**src/hdl/mpd_pkg.sv**
```systemverilog
package mpd_pkg;

   // one input word: a byte of the data section and the end-of-file mark
   typedef struct packed {
      logic [7:0] data_byte;
      logic       stream_end;
   } req_type;

   // one result word
   typedef struct packed {
      logic [2:0]  event_res;
      logic [15:0] stream_number;
      logic [31:0] timecode;
      logic [7:0]  reserved_byte;
      logic [7:0]  packet_flags;
      logic [15:0] frame_length;
      logic [7:0]  payload_byte;
      logic        last_of_frame;
   } rsp_type;

   // event codes
   localparam logic [2:0] EV_NONE   = 3'd0;
   localparam logic [2:0] EV_START  = 3'd1;
   localparam logic [2:0] EV_BYTE   = 3'd2;
   localparam logic [2:0] EV_END    = 3'd3;
   localparam logic [2:0] EV_TRUNC  = 3'd4;
   localparam logic [2:0] EV_BADLEN = 3'd5;

   // parser phases
   typedef enum logic [4:0] {
      PH_OBJECT  = 5'b00001,
      PH_CHUNK   = 5'b00010,
      PH_HEADER  = 5'b00100,
      PH_PAYLOAD = 5'b01000,
      PH_DONE    = 5'b10000
   } phase_type;

   localparam logic [15:0] FRAME_OVERHEAD = 16'd12;
   localparam logic [31:0] ID_DATA = 32'h4441_5441;
   localparam logic [31:0] ID_INDX = 32'h494E_4458;

endpackage

```
**src/hdl/media_packet_deframer_top.sv**
```systemverilog
// channel  direction  ports                            payload
// req      in         req_valid, req_ready, req_data   mpd_pkg::req_type (byte, end mark)
// rsp      out        rsp_valid, rsp_ready, rsp_data   mpd_pkg::rsp_type (event, header, byte)
//
// one word per cycle sustained while rsp does not stall; a word is held in the input register
// and its result, computed by the parser, is then loaded into the result register
// the parser state and the result register both move only when the result register is free
// reset is synchronous and active high; it returns the parser to the object header phase
// a stall on rsp holds both registers; req_ready stays high while the input register is free
module media_packet_deframer_top (
   input  logic             clock,
   input  logic             reset,
   input  logic             req_valid,
   output logic             req_ready,
   input  mpd_pkg::req_type req_data,
   output logic             rsp_valid,
   input  logic             rsp_ready,
   output mpd_pkg::rsp_type rsp_data
);

   // input register
   logic             in_valid_ff;
   mpd_pkg::req_type in_data_ff;

   logic             advance;
   logic             step;
   mpd_pkg::rsp_type step_result;

   // a word leaves the input register when the result register can take its result
   assign step      = in_valid_ff && advance;
   assign req_ready = !in_valid_ff || advance;

   always_ff @(posedge clock) begin
      if (reset) begin
         in_valid_ff <= 1'b0;
      end else if (req_ready) begin
         in_valid_ff <= req_valid;
      end
   end

   always_ff @(posedge clock) begin
      if (req_valid && req_ready) begin
         in_data_ff <= req_data;
      end
   end

   // phase tracking, field capture and event decode
   mpd_parser u_parser (
      .clock   (clock),
      .reset   (reset),
      .step_en (step),
      .item    (in_data_ff),
      .result  (step_result)
   );

   // output register parting the two handshakes
   mpd_result_reg u_result (
      .clock     (clock),
      .reset     (reset),
      .load      (step),
      .load_data (step_result),
      .advance   (advance),
      .rsp_valid (rsp_valid),
      .rsp_ready (rsp_ready),
      .rsp_data  (rsp_data)
   );

`ifndef SYNTHESIS
   // a word held in the input register is kept intact while the output stalls
   a_hold_input: assert property (@(posedge clock) disable iff (reset)
      in_valid_ff && !advance |=> in_valid_ff && $stable(in_data_ff))
      else $error("input register lost a stalled word");

   // every parsed word shows up as a result
   a_step_result: assert property (@(posedge clock) disable iff (reset)
      step |=> rsp_valid)
      else $error("parsed word produced no result");

   // an empty input register never blocks the request side
   a_ready_empty: assert property (@(posedge clock) disable iff (reset)
      !in_valid_ff |-> req_ready)
      else $error("req_ready low with empty input register");

   // a last-of-frame flag only comes with a payload byte event
   a_lof_event: assert property (@(posedge clock) disable iff (reset)
      step && step_result.last_of_frame |-> step_result.event_res == mpd_pkg::EV_BYTE)
      else $error("last_of_frame without payload byte event");
`endif

endmodule

```
**src/hdl/mpd_parser.sv**
```systemverilog
module mpd_parser (
   input  logic             clock,
   input  logic             reset,
   input  logic             step_en,
   input  mpd_pkg::req_type item,
   output mpd_pkg::rsp_type result
);

   // byte positions within an object
   localparam logic [3:0] IDX_ID_LAST   = 4'd3;
   localparam logic [3:0] IDX_HDR_FIRST = 4'd4;
   localparam logic [3:0] IDX_STREAM    = 4'd5;
   localparam logic [3:0] IDX_COUNT     = 4'd7;
   localparam logic [3:0] IDX_TIMECODE  = 4'd9;
   localparam logic [3:0] IDX_RESERVED  = 4'd10;
   localparam logic [3:0] IDX_LAST      = 4'd11;

   mpd_pkg::phase_type phase_ff, phase_in;
   logic [3:0]  byte_index_ff, byte_index_in;
   logic [31:0] gather_ff, gather_in;
   logic [15:0] payload_left_ff, payload_left_in;
   logic [15:0] stream_ff, stream_in;
   logic [31:0] total_ff, total_in;
   logic [31:0] done_ff, done_in;
   logic [31:0] timecode_ff, timecode_in;
   logic [7:0]  reserved_ff, reserved_in;
   logic [7:0]  flags_ff, flags_in;
   logic [15:0] length_ff, length_in;

   logic [2:0]  ev;
   logic [7:0]  pay;
   logic        lof;
   logic [31:0] shifted;
   logic [7:0]  b;
   logic        last;

   assign b       = item.data_byte;
   assign last    = item.stream_end;
   assign shifted = {gather_ff[23:0], b};

   always_comb begin
      phase_in        = phase_ff;
      byte_index_in   = byte_index_ff;
      gather_in       = gather_ff;
      payload_left_in = payload_left_ff;
      stream_in       = stream_ff;
      total_in        = total_ff;
      done_in         = done_ff;
      timecode_in     = timecode_ff;
      reserved_in     = reserved_ff;
      flags_in        = flags_ff;
      length_in       = length_ff;
      ev              = mpd_pkg::EV_NONE;
      pay             = 8'd0;
      lof             = 1'b0;
      unique case (phase_ff)
         mpd_pkg::PH_OBJECT: begin
            gather_in = shifted;
            if (byte_index_ff >= IDX_ID_LAST) begin
               if (last) begin
                  ev       = mpd_pkg::EV_END;
                  phase_in = mpd_pkg::PH_DONE;
               end else if (shifted == mpd_pkg::ID_DATA) begin
                  phase_in      = mpd_pkg::PH_CHUNK;
                  byte_index_in = IDX_HDR_FIRST;
               end else if (done_ff >= total_ff || shifted == mpd_pkg::ID_INDX) begin
                  ev       = mpd_pkg::EV_END;
                  phase_in = mpd_pkg::PH_DONE;
               end else if (shifted[15:0] < mpd_pkg::FRAME_OVERHEAD) begin
                  ev       = mpd_pkg::EV_BADLEN;
                  phase_in = mpd_pkg::PH_DONE;
               end else begin
                  length_in     = shifted[15:0] - mpd_pkg::FRAME_OVERHEAD;
                  phase_in      = mpd_pkg::PH_HEADER;
                  byte_index_in = IDX_HDR_FIRST;
               end
            end else if (last) begin
               ev       = mpd_pkg::EV_END;
               phase_in = mpd_pkg::PH_DONE;
            end else begin
               byte_index_in = byte_index_ff + 4'd1;
            end
         end
         mpd_pkg::PH_CHUNK: begin
            gather_in = shifted;
            if (byte_index_ff == IDX_COUNT) begin
               total_in = shifted;
            end
            if (last) begin
               ev       = mpd_pkg::EV_END;
               phase_in = mpd_pkg::PH_DONE;
            end else if (byte_index_ff >= IDX_LAST) begin
               done_in       = 32'd0;
               phase_in      = mpd_pkg::PH_OBJECT;
               byte_index_in = 4'd0;
            end else begin
               byte_index_in = byte_index_ff + 4'd1;
            end
         end
         mpd_pkg::PH_HEADER: begin
            gather_in = shifted;
            if (byte_index_ff == IDX_STREAM) begin
               stream_in = shifted[15:0];
            end else if (byte_index_ff == IDX_TIMECODE) begin
               timecode_in = shifted;
            end else if (byte_index_ff == IDX_RESERVED) begin
               reserved_in = b;
            end
            if (byte_index_ff >= IDX_LAST) begin
               flags_in = b;
               if (length_ff == 16'd0) begin
                  ev            = mpd_pkg::EV_START;
                  done_in       = done_ff + 32'd1;
                  phase_in      = last ? mpd_pkg::PH_DONE : mpd_pkg::PH_OBJECT;
                  byte_index_in = 4'd0;
               end else if (last) begin
                  ev       = mpd_pkg::EV_TRUNC;
                  phase_in = mpd_pkg::PH_DONE;
               end else begin
                  ev              = mpd_pkg::EV_START;
                  payload_left_in = length_ff;
                  phase_in        = mpd_pkg::PH_PAYLOAD;
                  byte_index_in   = 4'd0;
               end
            end else if (last) begin
               ev       = mpd_pkg::EV_END;
               phase_in = mpd_pkg::PH_DONE;
            end else begin
               byte_index_in = byte_index_ff + 4'd1;
            end
         end
         mpd_pkg::PH_PAYLOAD: begin
            ev  = mpd_pkg::EV_BYTE;
            pay = b;
            if (payload_left_ff != 16'd0) begin
               payload_left_in = payload_left_ff - 16'd1;
            end
            if (payload_left_in == 16'd0) begin
               lof           = 1'b1;
               done_in       = done_ff + 32'd1;
               phase_in      = last ? mpd_pkg::PH_DONE : mpd_pkg::PH_OBJECT;
               byte_index_in = 4'd0;
            end else if (last) begin
               ev       = mpd_pkg::EV_TRUNC;
               pay      = 8'd0;
               phase_in = mpd_pkg::PH_DONE;
            end
         end
         mpd_pkg::PH_DONE: begin
            phase_in = mpd_pkg::PH_DONE;
         end
         default: begin
            phase_in = mpd_pkg::PH_DONE;
         end
      endcase
   end

   // header fields show the values after this word's update
   always_comb begin
      result.event_res     = ev;
      result.stream_number = stream_in;
      result.timecode      = timecode_in;
      result.reserved_byte = reserved_in;
      result.packet_flags  = flags_in;
      result.frame_length  = length_in;
      result.payload_byte  = pay;
      result.last_of_frame = lof;
   end

   always_ff @(posedge clock) begin
      if (reset) begin
         phase_ff        <= mpd_pkg::PH_OBJECT;
         byte_index_ff   <= 4'd0;
         gather_ff       <= 32'd0;
         payload_left_ff <= 16'd0;
         stream_ff       <= 16'd0;
         total_ff        <= 32'd0;
         done_ff         <= 32'd0;
         timecode_ff     <= 32'd0;
         reserved_ff     <= 8'd0;
         flags_ff        <= 8'd0;
         length_ff       <= 16'd0;
      end else if (step_en) begin
         phase_ff        <= phase_in;
         byte_index_ff   <= byte_index_in;
         gather_ff       <= gather_in;
         payload_left_ff <= payload_left_in;
         stream_ff       <= stream_in;
         total_ff        <= total_in;
         done_ff         <= done_in;
         timecode_ff     <= timecode_in;
         reserved_ff     <= reserved_in;
         flags_ff        <= flags_in;
         length_ff       <= length_in;
      end
   end

endmodule

```
**src/hdl/mpd_result_reg.sv**
```systemverilog
module mpd_result_reg (
   input  logic             clock,
   input  logic             reset,
   input  logic             load,
   input  mpd_pkg::rsp_type load_data,
   output logic             advance,
   output logic             rsp_valid,
   input  logic             rsp_ready,
   output mpd_pkg::rsp_type rsp_data
);

   logic             valid_ff;
   mpd_pkg::rsp_type data_ff;

   // the register may take a new word when empty or being drained
   assign advance   = !valid_ff || rsp_ready;
   assign rsp_valid = valid_ff;
   assign rsp_data  = data_ff;

   always_ff @(posedge clock) begin
      if (reset) begin
         valid_ff <= 1'b0;
      end else if (advance) begin
         valid_ff <= load;
      end
   end

   always_ff @(posedge clock) begin
      if (advance && load) begin
         data_ff <= load_data;
      end
   end

endmodule

```
**config.mk**
```make
export PLATFORM = sky130hd
export DESIGN_NAME = media_packet_deframer_top
export DESIGN_NICKNAME = d
export VERILOG_FILES = /design/src/hdl/mpd_pkg.sv /design/src/hdl/media_packet_deframer_top.sv /design/src/hdl/mpd_parser.sv /design/src/hdl/mpd_result_reg.sv
export SDC_FILE = /design/constraint.sdc
export NUM_CORES = 1
export LEC_CHECK = 0
export BUFFER_PORTS_ARGS = -buffer_cell sky130_fd_sc_hd__buf_2
export CAP_MARGIN = 15
export CORE_UTILIZATION = 30
export CTS_BUF_LIST = sky130_fd_sc_hd__clkbuf_4 sky130_fd_sc_hd__clkbuf_8 sky130_fd_sc_hd__clkbuf_16
export CTS_CLUSTER_SIZE = 30
export DETAILED_ROUTE_END_ITERATION = 10
export GPL_ROUTABILITY_DRIVEN = 0
export PLACE_DENSITY = 0.46
export SETUP_SLACK_MARGIN = 0.3
export SLEW_MARGIN = 0
export SYNTH_ARGS = -nofsm -noshare
export SYNTH_HDL_FRONTEND = slang
export SYNTH_SLANG_ARGS = --single-unit
```
**constraint.sdc**
```tcl
create_clock -name clock -period 7.2 [get_ports clock]
set_clock_uncertainty 0.2 [all_clocks]
set_input_delay 1.44 -clock clock [delete_from_list [all_inputs] [get_ports clock]]
set_output_delay 1.44 -clock clock [all_outputs]
set_load 0.02 [all_outputs]
```
# ---- Word-level counts from Yosys, hierarchy flattened
# Index checks and enable logic that the tools add are counted.
dict set report totals {
  wordCells 145
  ff_bits 296
  input_bits 13
}
dict set report classes {
  magnitude_cmp 4
  n_eq_ne 22
  muxes 71
  n_reduce_logical 21
  addsub 4
}
# cell n
set op_table {}
lappend op_table {{$mux W32} 8}
lappend op_table {{$mux W16} 13}
lappend op_table {{$pmux W32 S3} 1}
lappend op_table {{$mux W5} 13}
lappend op_table {{$eq A32 B31 Y1 const B} 2}
lappend op_table {{$mux W8} 8}
lappend op_table {{$mux W4} 12}
lappend op_table {{$add A32 B1 Y32 const B} 1}
lappend op_table {{$ge A32 B32 Y1} 1}
lappend op_table {{$logic_not A16 Y1} 2}
lappend op_table {{$pmux W16 S2} 1}
lappend op_table {{$mux W3} 10}
lappend op_table {{$pmux W5 S4} 1}
lappend op_table {{$lt A16 B4 Y1 const B} 1}
lappend op_table {{$pmux W4 S4} 1}
lappend op_table {{$reduce_bool A16 Y1} 1}
lappend op_table {{$sub A16 B1 Y16 const B} 1}
lappend op_table {{$sub A16 B4 Y16 const B} 1}
lappend op_table {{$ne A4 B4 Y1 const B} 3}
lappend op_table {{$pmux W3 S4} 1}
lappend op_table {{$eq A4 B3 Y1 const B} 2}
lappend op_table {{$eq A4 B4 Y1 const B} 2}
lappend op_table {{$ne A2 B1 Y1 const B} 4}
lappend op_table {{$reduce_and A8 Y1} 1}
lappend op_table {{other kinds (23)} 31}

# ---- Longest topological paths before layout
# Gate-level depths: netlist of run 1.
dict set report logic_depth {
  depth_word 7
  mapped_depth 11
}

# ---- Hierarchy
# From an unflattened synthesis of run 1, not the netlist that was laid out.
dict set report hier_totals {
  cells_unflattened 1471
  hier_area_um2 14094.8
}
# module n_inst cells_each area_per_inst_um2
set by_module_without_submodules {}
lappend by_module_without_submodules {mpd_parser 1 1359 10944.2}
lappend by_module_without_submodules {mpd_result_reg 1 97 2817.7}
lappend by_module_without_submodules {media_packet_deframer_top 1 15 332.8}

# ---- Worst setup path before layout of run 1
# Ideal clock, no wire load.
dict set report synth_timing {
  path_type {input port to flip-flop}
  startpoint {input port rsp_ready}
  endpoint {register u_result.data_ff, in the netlist u_result.rsp_data[0] (enable)}
  path_stages 6
  t_required_ns 6.508
  t_arrival_ns 4.871
  path_buffers 3
  slack_ns 1.637
  cell_sequence {nor2b_1 nand2b_1 clkbuf_1 inv_1 clkbuf_1 clkbuf_1}
}
dict set report synth_between {
  elab_chain_cells 3
}
# item line_no
set synth_lines {}
lappend synth_lines {{start: declaration} media_packet_deframer_top.sv:17} ;# input logic rsp_ready,
lappend synth_lines {{$logic_or A1 B1 Y1} mpd_result_reg.sv:16} ;# assign advance = !valid_ff || rsp_ready;
lappend synth_lines {{$logic_and A1 B1 Y1} media_packet_deframer_top.sv:30} ;# assign step = in_valid_ff && advance;
lappend synth_lines {{net step} media_packet_deframer_top.sv:26} ;# logic step;
lappend synth_lines {{$logic_and A1 B1 Y1} mpd_result_reg.sv:29} ;# if (advance && load) begin
lappend synth_lines {{end signal: assignment} mpd_result_reg.sv:30} ;# data_ff <= load_data;
lappend synth_lines {{end: declaration} mpd_result_reg.sv:13} ;# mpd_pkg::rsp_type data_ff;
# The timed path passes the listed nets, and every way through them passes these cells.
# A chain may end at the register's enable or synchronous reset.

# ---- Worst setup path after layout of run 1
dict set report layout_timing {
  startpoint {input port rsp_ready}
  endpoint {register u_parser.total_ff[29]}
}
dict set report layout_between {
  elab_chain_cells 3
}
# item line_no
set layout_lines {}
lappend layout_lines {{$logic_or A1 B1 Y1} mpd_result_reg.sv:16}
lappend layout_lines {{$logic_and A1 B1 Y1} media_packet_deframer_top.sv:30}
lappend layout_lines {{$reduce_and A3 Y1 (no source line)} --}
lappend layout_lines {{end signal: assignment} mpd_parser.sv:189} ;# total_ff <= total_in;
lappend layout_lines {{end: declaration} mpd_parser.sv:23} ;# logic [31:0] total_ff, total_in;
# No other way between the ends.

==> impl_results.md, run 1 <==
- Hold Violations, Final: 0
- Largest area contributor in the synthesized netlist: dfxtp_1
- Fraction of registers with async set/reset: 0
- Yosys warns: 0
- Mean Syn Cell Area: around 9.2 um^2
- Critical path required time: roughly 7.5 ns
- Ports: ~110
- Via count: between 10,000 and 15,000
- Setup TNS: 0 ns
- Via/cell ratio: slightly above 5
- CTS resizes: 0
- Total core area: roughly 45,000 um^2
- Run status: finished, final reports clean
- DRT iter0 DRCs: 862
- Setup CP Type: primary input to register
- Gr ovfl total: 0
- DP Cell Count: 2,108
- Hold Path Class: register to register
- Port bufs: around 110
- Mapped Area: 13,700 um^2
- Crit path buf inv count: 2
- Hold Crit Depth: 2
- Net total in the final layout: around 1,600
- Pin count of the biggest net entering global routing: roughly 110
- Worst Hold End: u_parser.timecode_ff[25]
- Count leader, synth: nand2_1
- Initial Util: 0.307
- Crit path max-delay cell type: and4_1
- Fmax: 0.234 GHz
- Final instance area: approximately 16,000 um^2
- Setup Fix Bufs, Post-CTS: 0
- Initial antenna violation count: 0
- RR Endpoint: u_parser.done_ff[11]
- Crit start category: primary input
- RSZ-0062 raised after global routing: no
- Sink Count: 296
- Syn Inst Count: around 1,500
- Max Cap Viol: 0
- Wirelength per Cell: ~18 um
- Clock slew at reported path FFs: ~0.05 ns
- Worst Hold Launch: u_parser.timecode_ff[25]
- DP Area: roughly 15,000 um^2
- # rows: 77
- Full die area: ~47,000 um^2
- Most common library cells after synthesis: 296 x nand2_1, 195 x dfxtp_1, 173 x a21oi_1, 108 x nor2_1, 101 x edfxtp_1
- CTS tree: built
- Drt drc: 0
- Post-Layout Cell Count: roughly 2,200
- Chip Height: 216 um
- Maximum vdd drop: about 0.13 mV
- Post-layout minimum cycle time: around 4.3 ns
- R2R depth: 11
- Slew Limit Fails: 0
- Syn Nets: roughly 1,500
- Post-synth EDFFs: 101
- Fin util: 0.359
- First drt pass iteration count: 5
- Ratio of cells with drive above 1 in the final layout: 0.176
- Final setup fails: 0
- Most used DFF post-synth: dfxtp_1
- H-tree Lvls: 2
- CTS hold repair buffers: 0
- Worst slew pin tran: 1.12 ns
- Post-DRT Antenna Nets: 0
- Critical Path AT: ~4.5 ns
- R2R Setup Slk: about 3 ns
- Global-route wire length before repair: about 60,000 um
- Largest delay contributor family on the critical path: simple AND/OR/NAND/NOR gates
- Register area share after synthesis: 0.506
- Worst setup EP type: register
- Worst R2R Start: u_parser.payload_left_ff[0]
- Slowest stage delay, CP: approximately 1.1 ns
- Final WS setup: roughly 3 ns
- CTS root buf: clkbuf_16
- Layout Area Growth over Synthesis: 16.9%
- Final period utilization: 0.592
- CP cell instances: buf_2, nor2b_1, nand2b_2, inv_6, and4_1, nand2_1, a21oi_1
- Critical path depth: 7
- Synth top area cells: dfxtp_1 28%, edfxtp_1 22%, nand2_1 8.1%, a21oi_1 6.3%, mux2_2 4.9%
- Post-DP HPWL: approximately 26,000 um
- Peak fanout along the critical path: approximately 110
- Vias in the first global route: between 10,000 and 15,000
- Yosys cell types: between 70 and 80
- CTS Buffer Depth: 3
- Tot GR Track Use: 0.167
- Top-area cell type share of the netlist area: 0.285
- Routed WL: 39,300 um
- Leak Pwr: between 0.005 and 0.006 uW
- CTS Buf Count: 36
- Power Dens Cells: around 240 nW/um^2
- Chip width: around 220 um
- Clk Latency, worst-skew pair: between 0.5 and 0.6 ns
- Slew HR: 0.256
- Seq cells post-synth: approximately 300
- Place WS: between 2 and 2.5 ns
-- final cells by class --
cell class	instances	area, um^2
Clock inverter	13	204
Fill cell	4632	28700
Inverter	49	189
Tap cell	592	741
Timing Repair Buffer	123	661
Multi-Input combinational cell	1048	6210
Antenna cell	2	5.00
Sequential cell	296	6940
Clock buffer	53	1090
-- metal layers --
layer | track usage | up-vias | share of wire
li1 | - | 5420 | -
met1 | 0.242 | 5345 | 0.50
met2 | 0.256 | 221 | 0.45
met3 | 0.0273 | 50 | 0.038
met4 | 0.0440 | 0 | 0.018
met5 | 0 | - | 0
-- tightest hold or removal path: stages, from the launching register on --
cell,delay (ns)
dfxtp_1,0.30
nand2_1,0.05
a21oi_1,0.05
-- power by group --
| group | internal (uW) | switching (uW) |
|---|---|---|
| clock | 1200 | 742 |
| sequential | 1760 | 30.2 |
| combinational | 46.7 | 134 |
| total | 3010 | 906 |
-- through the flow --
stage          hold WS [ns]  power, uW
5_1_grt               0.265       4050
3_3_place_gp          0.238       2010
2_1_floorplan         0.233       1930
6_report              0.251       3920
4_1_cts               0.252       3970
3_5_place_dp          0.244       2010
-- cell usage in the layout (no fill, tap or decap), types with 5 or more instances in the layout --
| cell | count |
|---|---|
| mux2i_1 | 7 |
| xor2_1 | 6 |
| nand2b_1 | 9 |
| buf_2 | 105 |
| ha_1 | 40 |
| nand2_1 | 296 |
| clkbuf_4 | 9 |
| nor3_1 | 31 |
| a21oi_1 | 173 |
| a31oi_1 | 13 |
| dfxtp_1 | 195 |
| a211oi_1 | 30 |
| nor4_1 | 17 |
| nand4_1 | 17 |
| xnor2_1 | 22 |
| mux2_2 | 60 |
| buf_4 | 18 |
| edfxtp_1 | 101 |
| or2_2 | 5 |
| nand3_1 | 22 |
| and2_1 | 15 |
| clkinv_2 | 6 |
| inv_1 | 48 |
| nor2b_1 | 6 |
| o21ai_0 | 48 |
| o211ai_1 | 5 |
| nand3b_1 | 5 |
| or3_1 | 7 |
| clkbuf_16 | 37 |
| clkbuf_8 | 7 |
| nor2_1 | 108 |
| and3_1 | 10 |
| nor4b_1 | 6 |
| o31ai_1 | 7 |
| or4_1 | 5 |
| a2111oi_2 | 9 |
-- state kept, by name, indices dropped and copies added, names as in the netlist --
signal                    flops
u_parser.total_ff            32
u_result.rsp_valid            1
u_parser.gather_ff           24
u_parser.timecode_ff         32
u_parser.done_ff             32
u_parser.stream_ff           16
u_parser.reserved_ff          8
u_parser.byte_index_ff        4
u_parser.flags_ff             8
u_parser.payload_left_ff     16
u_parser.phase_ff             5
in_valid_ff                   1
u_result.rsp_data            92
in_data_ff                    9
u_parser.length_ff           16
-- kinds of logic after synthesis --
| group | Yosys count | share of synthesized area |
|---|---|---|
| simple gates | 578 | 0.192 |
| compound gates | 335 | 0.151 |
| flops | 296 | 0.506 |
| buf+inv | 150 | 0.0426 |
| mux | 67 | 0.0544 |
| fa+ha+maj | 40 | 0.0365 |
| xor+xnor | 28 | 0.0179 |
-- how the worst max path moves through the flow --
stage                     slack [ns]                         from                     to
after global placement          2.39                    rsp_ready  u_parser.total_ff[29]
after CTS                       2.92                    rsp_ready  u_parser.total_ff[29]
after floorplan                 1.64                    rsp_ready   u_result.rsp_data[0]
final                           2.93                    rsp_ready  u_parser.total_ff[29]
after global routing            2.63  u_parser.payload_left_ff[0]   u_parser.done_ff[11]
after detailed placement        2.35                    rsp_ready  u_parser.total_ff[29]
No activity file was read; power rests on OpenSTA's default activity.
==> run 2: changes to the inputs <==
clock period = 4.05 ns   (was 7.2 ns; I/O delays follow)
==> run 2 against run 1 <==
Effect of this change: worst hold slack lost 0.023 ns; first-iteration DRC count shrank 7.0%; critical path depth grew 3; register-to-register slack lost 2.5 ns; worst setup slack lost 2.5 ns; non-clock buffer count grew 35; largest power group unchanged; flip-flop and latch count is the same; core utilization grew 0.60 points; power grew 74%; sequential share of layout area shrank 0.71 points; routed wire length grew 0.54%; via count grew 1.3%.
==> impl_results.md, run 2 (synthesized netlist as in run 1, its figures left out) <==
- Crit start category: register
- Pin count of the biggest net entering global routing: 94
- CTS Buf Count: 36
- Vias in the first global route: 10,500
- Worst slew pin tran: 0.935 ns
- Peak fanout along the critical path: 10
- Run status: finished, final reports clean
- CTS root buf: clkbuf_16
- DP Area: around 15,000 um^2
- CTS tree: built
- Max reg flops: 92
- Crit path max-delay cell type: or4_4
- Hold Path Class: primary input to register
- Wirelength per Cell: between 15 and 20 um
- Crit path buf inv count: 1
- Gr ovfl total: 0
- Setup CP Type: register to register
- Tot GR Track Use: 0.169
- Slew Limit Fails: 0
- Clk Latency, worst-skew pair: 0.56 ns
- Routed WL: 39,500 um
- Via/cell ratio: a little over 5
- Slew HR: 0.376
- Power Dens Cells: approximately 420 nW/um^2
- Post-DP HPWL: roughly 27,000 um
- RSZ-0062 raised after global routing: yes
- # rows: just under 80
- Setup TNS: 0 ns
- Initial antenna violation count: 0
- Max Cap Viol: 0
- Worst setup EP type: register
- Drt drc: 0
- Final setup fails: 0
- Commonest non-fill, non-tap cells in the layout: 296 x nand2_1, 195 x dfxtp_1, 173 x a21oi_1, 108 x nor2_1, 105 x buf_2
- Critical Path AT: around 3.8 ns
- Ratio of cells with drive above 1 in the final layout: 0.194
- Critical path required time: roughly 4.3 ns
- First drt pass iteration count: 5
- Initial Util: 0.307
- Pwr Total: ~6800 uW
- Largest delay contributor family on the critical path: simple AND/OR/NAND/NOR gates
- H-tree Lvls: 2
- Area occupied by multi-input gates: roughly 6200 um^2
- Sink Count: between 200 and 300
- Fill cells: 4,602
- Leak Pwr: 0.00584 uW
- Most common cell after layout, fill and taps aside: nand2_1
- # diodes: 0
- Slowest stage delay, CP: ~0.62 ns
- Post-layout minimum cycle time: approximately 3.6 ns
- Ports: 107
- Port bufs: about 110
- DRT iter0 DRCs: 802
- Hold slack: approximately 0.23 ns
- Maximum vdd drop: approximately 0.24 mV
- Chip Height: around 220 um
- Via count: approximately 11,000
- CP cell instances: inv_1, ha_2, nand2b_1, or4_4, o31ai_4, nor4b_4, nand4_4, and2_2, or4_1, a21oi_1
- Layout Area Growth over Synthesis: 18.8%
- Fmax: approximately 0.28 GHz
- Total core area: between 40,000 and 50,000 um^2
- Post-DRT Antenna Nets: 0
- CTS Buffer Depth: 3
- Full die area: about 47,000 um^2
- Clock slew at reported path FFs: roughly 0.06 ns
- Final instance area: 16,300 um^2
- Chip width: 216 um
- Hold Violations, Final: 0
- Net total in the final layout: 1,642
- Global-route wire length before repair: roughly 62,000 um
- Final period utilization: 0.884
- FF/Latch Area: 6940 um^2
==> run 2: changes by cell type in the layout (fill, tap and decap cells not counted), sizes merged <==
cell      previous run  this run
clkinv               8        10
buf                123       158
clkinvlp             1         0
bufinv               4         2
diode                2         0
clkbuf              53        54
==> run 2: metal layers <==
layer  GRT usage  part of all wire  vias up
li1            -                 -     5477
met5           0                 0        -
met3      0.0259             0.042       52
met2       0.259              0.45      266
met4      0.0511             0.020        0
met1       0.244              0.49     5379
==> run 2: final cells by class <==
class,instances,area share
clock buffers,54,0.0662
inverters,49,0.0116
well taps,592,0.0454
clock inverters,12,0.00906
multi-input cells,1048,0.383
flip-flops and latches,296,0.426
repair buffers,158,0.0592
==> run 2: path summary, 6_finish.rpt <==
kind | from | to | slack [ns] | depth (start not counted)
max | u_parser.payload_left_ff[0] | u_parser.done_ff[28] | 0.47 | 10
min | req_data[1] | in_data_ff[1] | 0.23 | 1
max reg2reg | u_parser.payload_left_ff[0] | u_parser.done_ff[28] | 0.47 | 10
min reg2reg | u_parser.timecode_ff[18] | u_parser.timecode_ff[18] | 0.25 | 2
==> run 2: report_power, final <==
part / internal, uW / leakage, uW / switching [uW]
registers: 3130 / 0.00254 / 36.1
clock network: 1990 / 0.000618 / 1320
logic: 94.7 / 0.00268 / 258
total: 5210 / 0.00584 / 1610
==> run 2: through the flow <==
| step | util | worst slack, ns | cells |
|---|---|---|---|
| floorplan | - | 0.574 | 1494 |
| global placement | 0.336 | 0.470 | 2143 |
| detailed placement | 0.336 | 0.373 | 2143 |
| CTS | 0.364 | 0.329 | 2209 |
| global route | 0.365 | 0.299 | 2209 |
| finish | 0.365 | 0.471 | 2209 |
==> run 2: repair_timing <==
item,CTS,global route
resized for setup,0,7
hold buffers,0,0
setup buffers,0,0
endpoints found under the setup margin,0,28
hold endpoints to repair,0,0
==> run 3: changes to the inputs <==
BUFFER_PORTS_ARGS = -buffer_cell sky130_fd_sc_hd__buf_4   (was -buffer_cell sky130_fd_sc_hd__buf_2)
==> run 3 against run 2 <==
Effect of this change: sequential share of layout area down 0.58 points; first-iteration DRC count down 8.7%; critical path type unchanged; flip-flop and latch count unchanged.
==> impl_results.md, run 3 (synthesized netlist as in run 1, its figures left out) <==
- Run status: finished, final reports clean
- R2R depth: 11
- Initial Util: 0.307
- Clock slew at reported path FFs: 0.05 ns
- Pin count of the biggest net entering global routing: 130
- # diodes: 0
- Worst Hold Launch: req_data[7]
- CTS tree: built
- Clk Latency, worst-skew pair: approximately 0.54 ns
- CTS hold repair buffers: 0
- Final period utilization: 0.877
- Ratio of cells with drive above 1 in the final layout: 0.192
- R2R Setup Slk: around 0.5 ns
- Hold Path Class: primary input to register
- Worst setup EP type: register
- CTS Buf Count: 36
- Final WS setup: about 0.50 ns
- Max reg flops: 92
- # rows: 77
- Max Cap Viol: 0
- Crit start category: register
- DRT iter0 DRCs: 732
- Net total in the final layout: roughly 1,600
- Hold slack: between 0.2 and 0.25 ns
- Layout Area Growth over Synthesis: 20.5%
- Global-route wire length before repair: roughly 63,000 um
- Maximum vdd drop: about 0.25 mV
- Post-Layout Cell Count: between 2,000 and 2,500
- Place WS: approximately 0.34 ns
- Peak fanout along the critical path: 9
- Most common cell after layout, fill and taps aside: nand2_1
- Leak Pwr: 0.00591 uW
- Drt drc: 0
- Setup CP Type: register to register
- Post-DP HPWL: about 27,000 um
- H-tree Lvls: 2
- Total core area: around 45,000 um^2
- Crit path max-delay cell type: or4_4
- CP cell instances: inv_1, ha_2, nand2b_1, or4_4, o31ai_4, nor4b_4, nand4_4, buf_4, nand2_1, nand4_1, a32o_1
- Commonest non-fill, non-tap cells in the layout: 296 x nand2_1, 195 x dfxtp_1, 173 x a21oi_1, 154 x buf_4, 108 x nor2_1
- Final setup fails: 0
- Worst slew pin tran: 1.15 ns
- Sink Count: between 200 and 300
- Post-DRT Antenna Nets: 0
- Fmax: ~0.28 GHz
- Slew Limit Fails: 0
- RSZ-0062 raised after global routing: no
- First drt pass iteration count: 7
- Slew HR: 0.234
- Wirelength per Cell: approximately 18 um
- Via/cell ratio: between 5 and 6
- DP Cell Count: approximately 2,100
- Initial antenna violation count: 0
- Chip width: between 200 and 250 um
- Hold Violations, Final: 0
- Vias in the first global route: between 10,000 and 15,000
- RR Endpoint: u_parser.byte_index_ff[1]
- Worst R2R Start: u_parser.payload_left_ff[0]
- Setup TNS: 0 ns
- Chip Height: 216 um
- Critical Path AT: approximately 3.8 ns
- Hold Crit Depth: 1
- Slowest stage delay, CP: 0.62 ns
- Tot GR Track Use: 0.173
- CTS root buf: clkbuf_16
- Power Dens Cells: 416 nW/um^2
- Routed WL: 40,300 um
- Critical path required time: 4.28 ns
- Full die area: roughly 47,000 um^2
- Post-layout minimum cycle time: ~3.6 ns
- Via count: 11,100
- CTS Buffer Depth: 3
- Worst Hold End: in_data_ff[7]
- Ports: about 110
- Gr ovfl total: 0
- Port bufs: between 100 and 150
==> run 3: report_power, final <==
part | switching [uW] | internal, uW | total, uW
logic | 263 | 114 | 377
clock network | 1270 | 2070 | 3340
registers | 35.3 | 3130 | 3160
==> run 3: layout make-up <==
cell class / count / area (um^2)
Clock buffer: 54 / 1100
Clock inverter: 12 / 140
Fill cell: 4573 / 28200
Inverter: 49 / 189
Multi-Input combinational cell: 1048 / 6240
Sequential cell: 296 / 6940
Tap cell: 592 / 741
Timing Repair Buffer: 156 / 1190
==> run 3: how the worst max path moves through the flow <==
stage / start / to / slack, ns
after floorplan: rsp_ready / u_result.rsp_data[0] / 0.57
after global placement: u_parser.payload_left_ff[0] / u_parser.done_ff[24] / 0.44
after detailed placement: u_parser.payload_left_ff[12] / u_parser.done_ff[4] / 0.34
after CTS: u_parser.payload_left_ff[0] / u_parser.done_ff[4] / 0.35
after global routing: u_parser.payload_left_ff[0] / u_parser.done_ff[30] / 0.31
final: u_parser.payload_left_ff[0] / u_parser.byte_index_ff[1] / 0.50
==> run 3: worst max-delay path, delay by kind of cell (launching register included) <==
family | cells | cell delay, ns
buffers and inverters | 2 | 0.31
adders and majority gates | 1 | 0.27
AOI/OAI and AO/OA | 2 | 0.49
and+or+nand+nor | 6 | 1.81
DFF | 1 | 0.35
==> run 3: metrics by stage <==
stage | power, uW | utilization | cell area (um^2)
3_5_place_dp | 3610 | 0.341 | 15200
5_1_grt | 7140 | 0.370 | 16500
6_report | 6880 | 0.370 | 16500
3_3_place_gp | 3610 | 0.341 | 15200
4_1_cts | 6980 | 0.369 | 16500
2_1_floorplan | 3430 | - | 13700
==> run 3: metal layers <==
metal  up-vias  GRT usage  routed length, um
met5         -          0                  0
met3        52     0.0330               2130
li1       5479          -                  -
met1      5270      0.248              19500
met4         0     0.0586                923
met2       254      0.259              17800
==> run 3: repair_timing <==
| action | in CTS | in global routing |
|---|---|---|
| setup buffers | 0 | 4 |
| pin swaps | 0 | 1 |
| gates cloned | 0 | 0 |
| endpoints found under the setup margin | 3 | 14 |
| gates resized for setup | 2 | 6 |
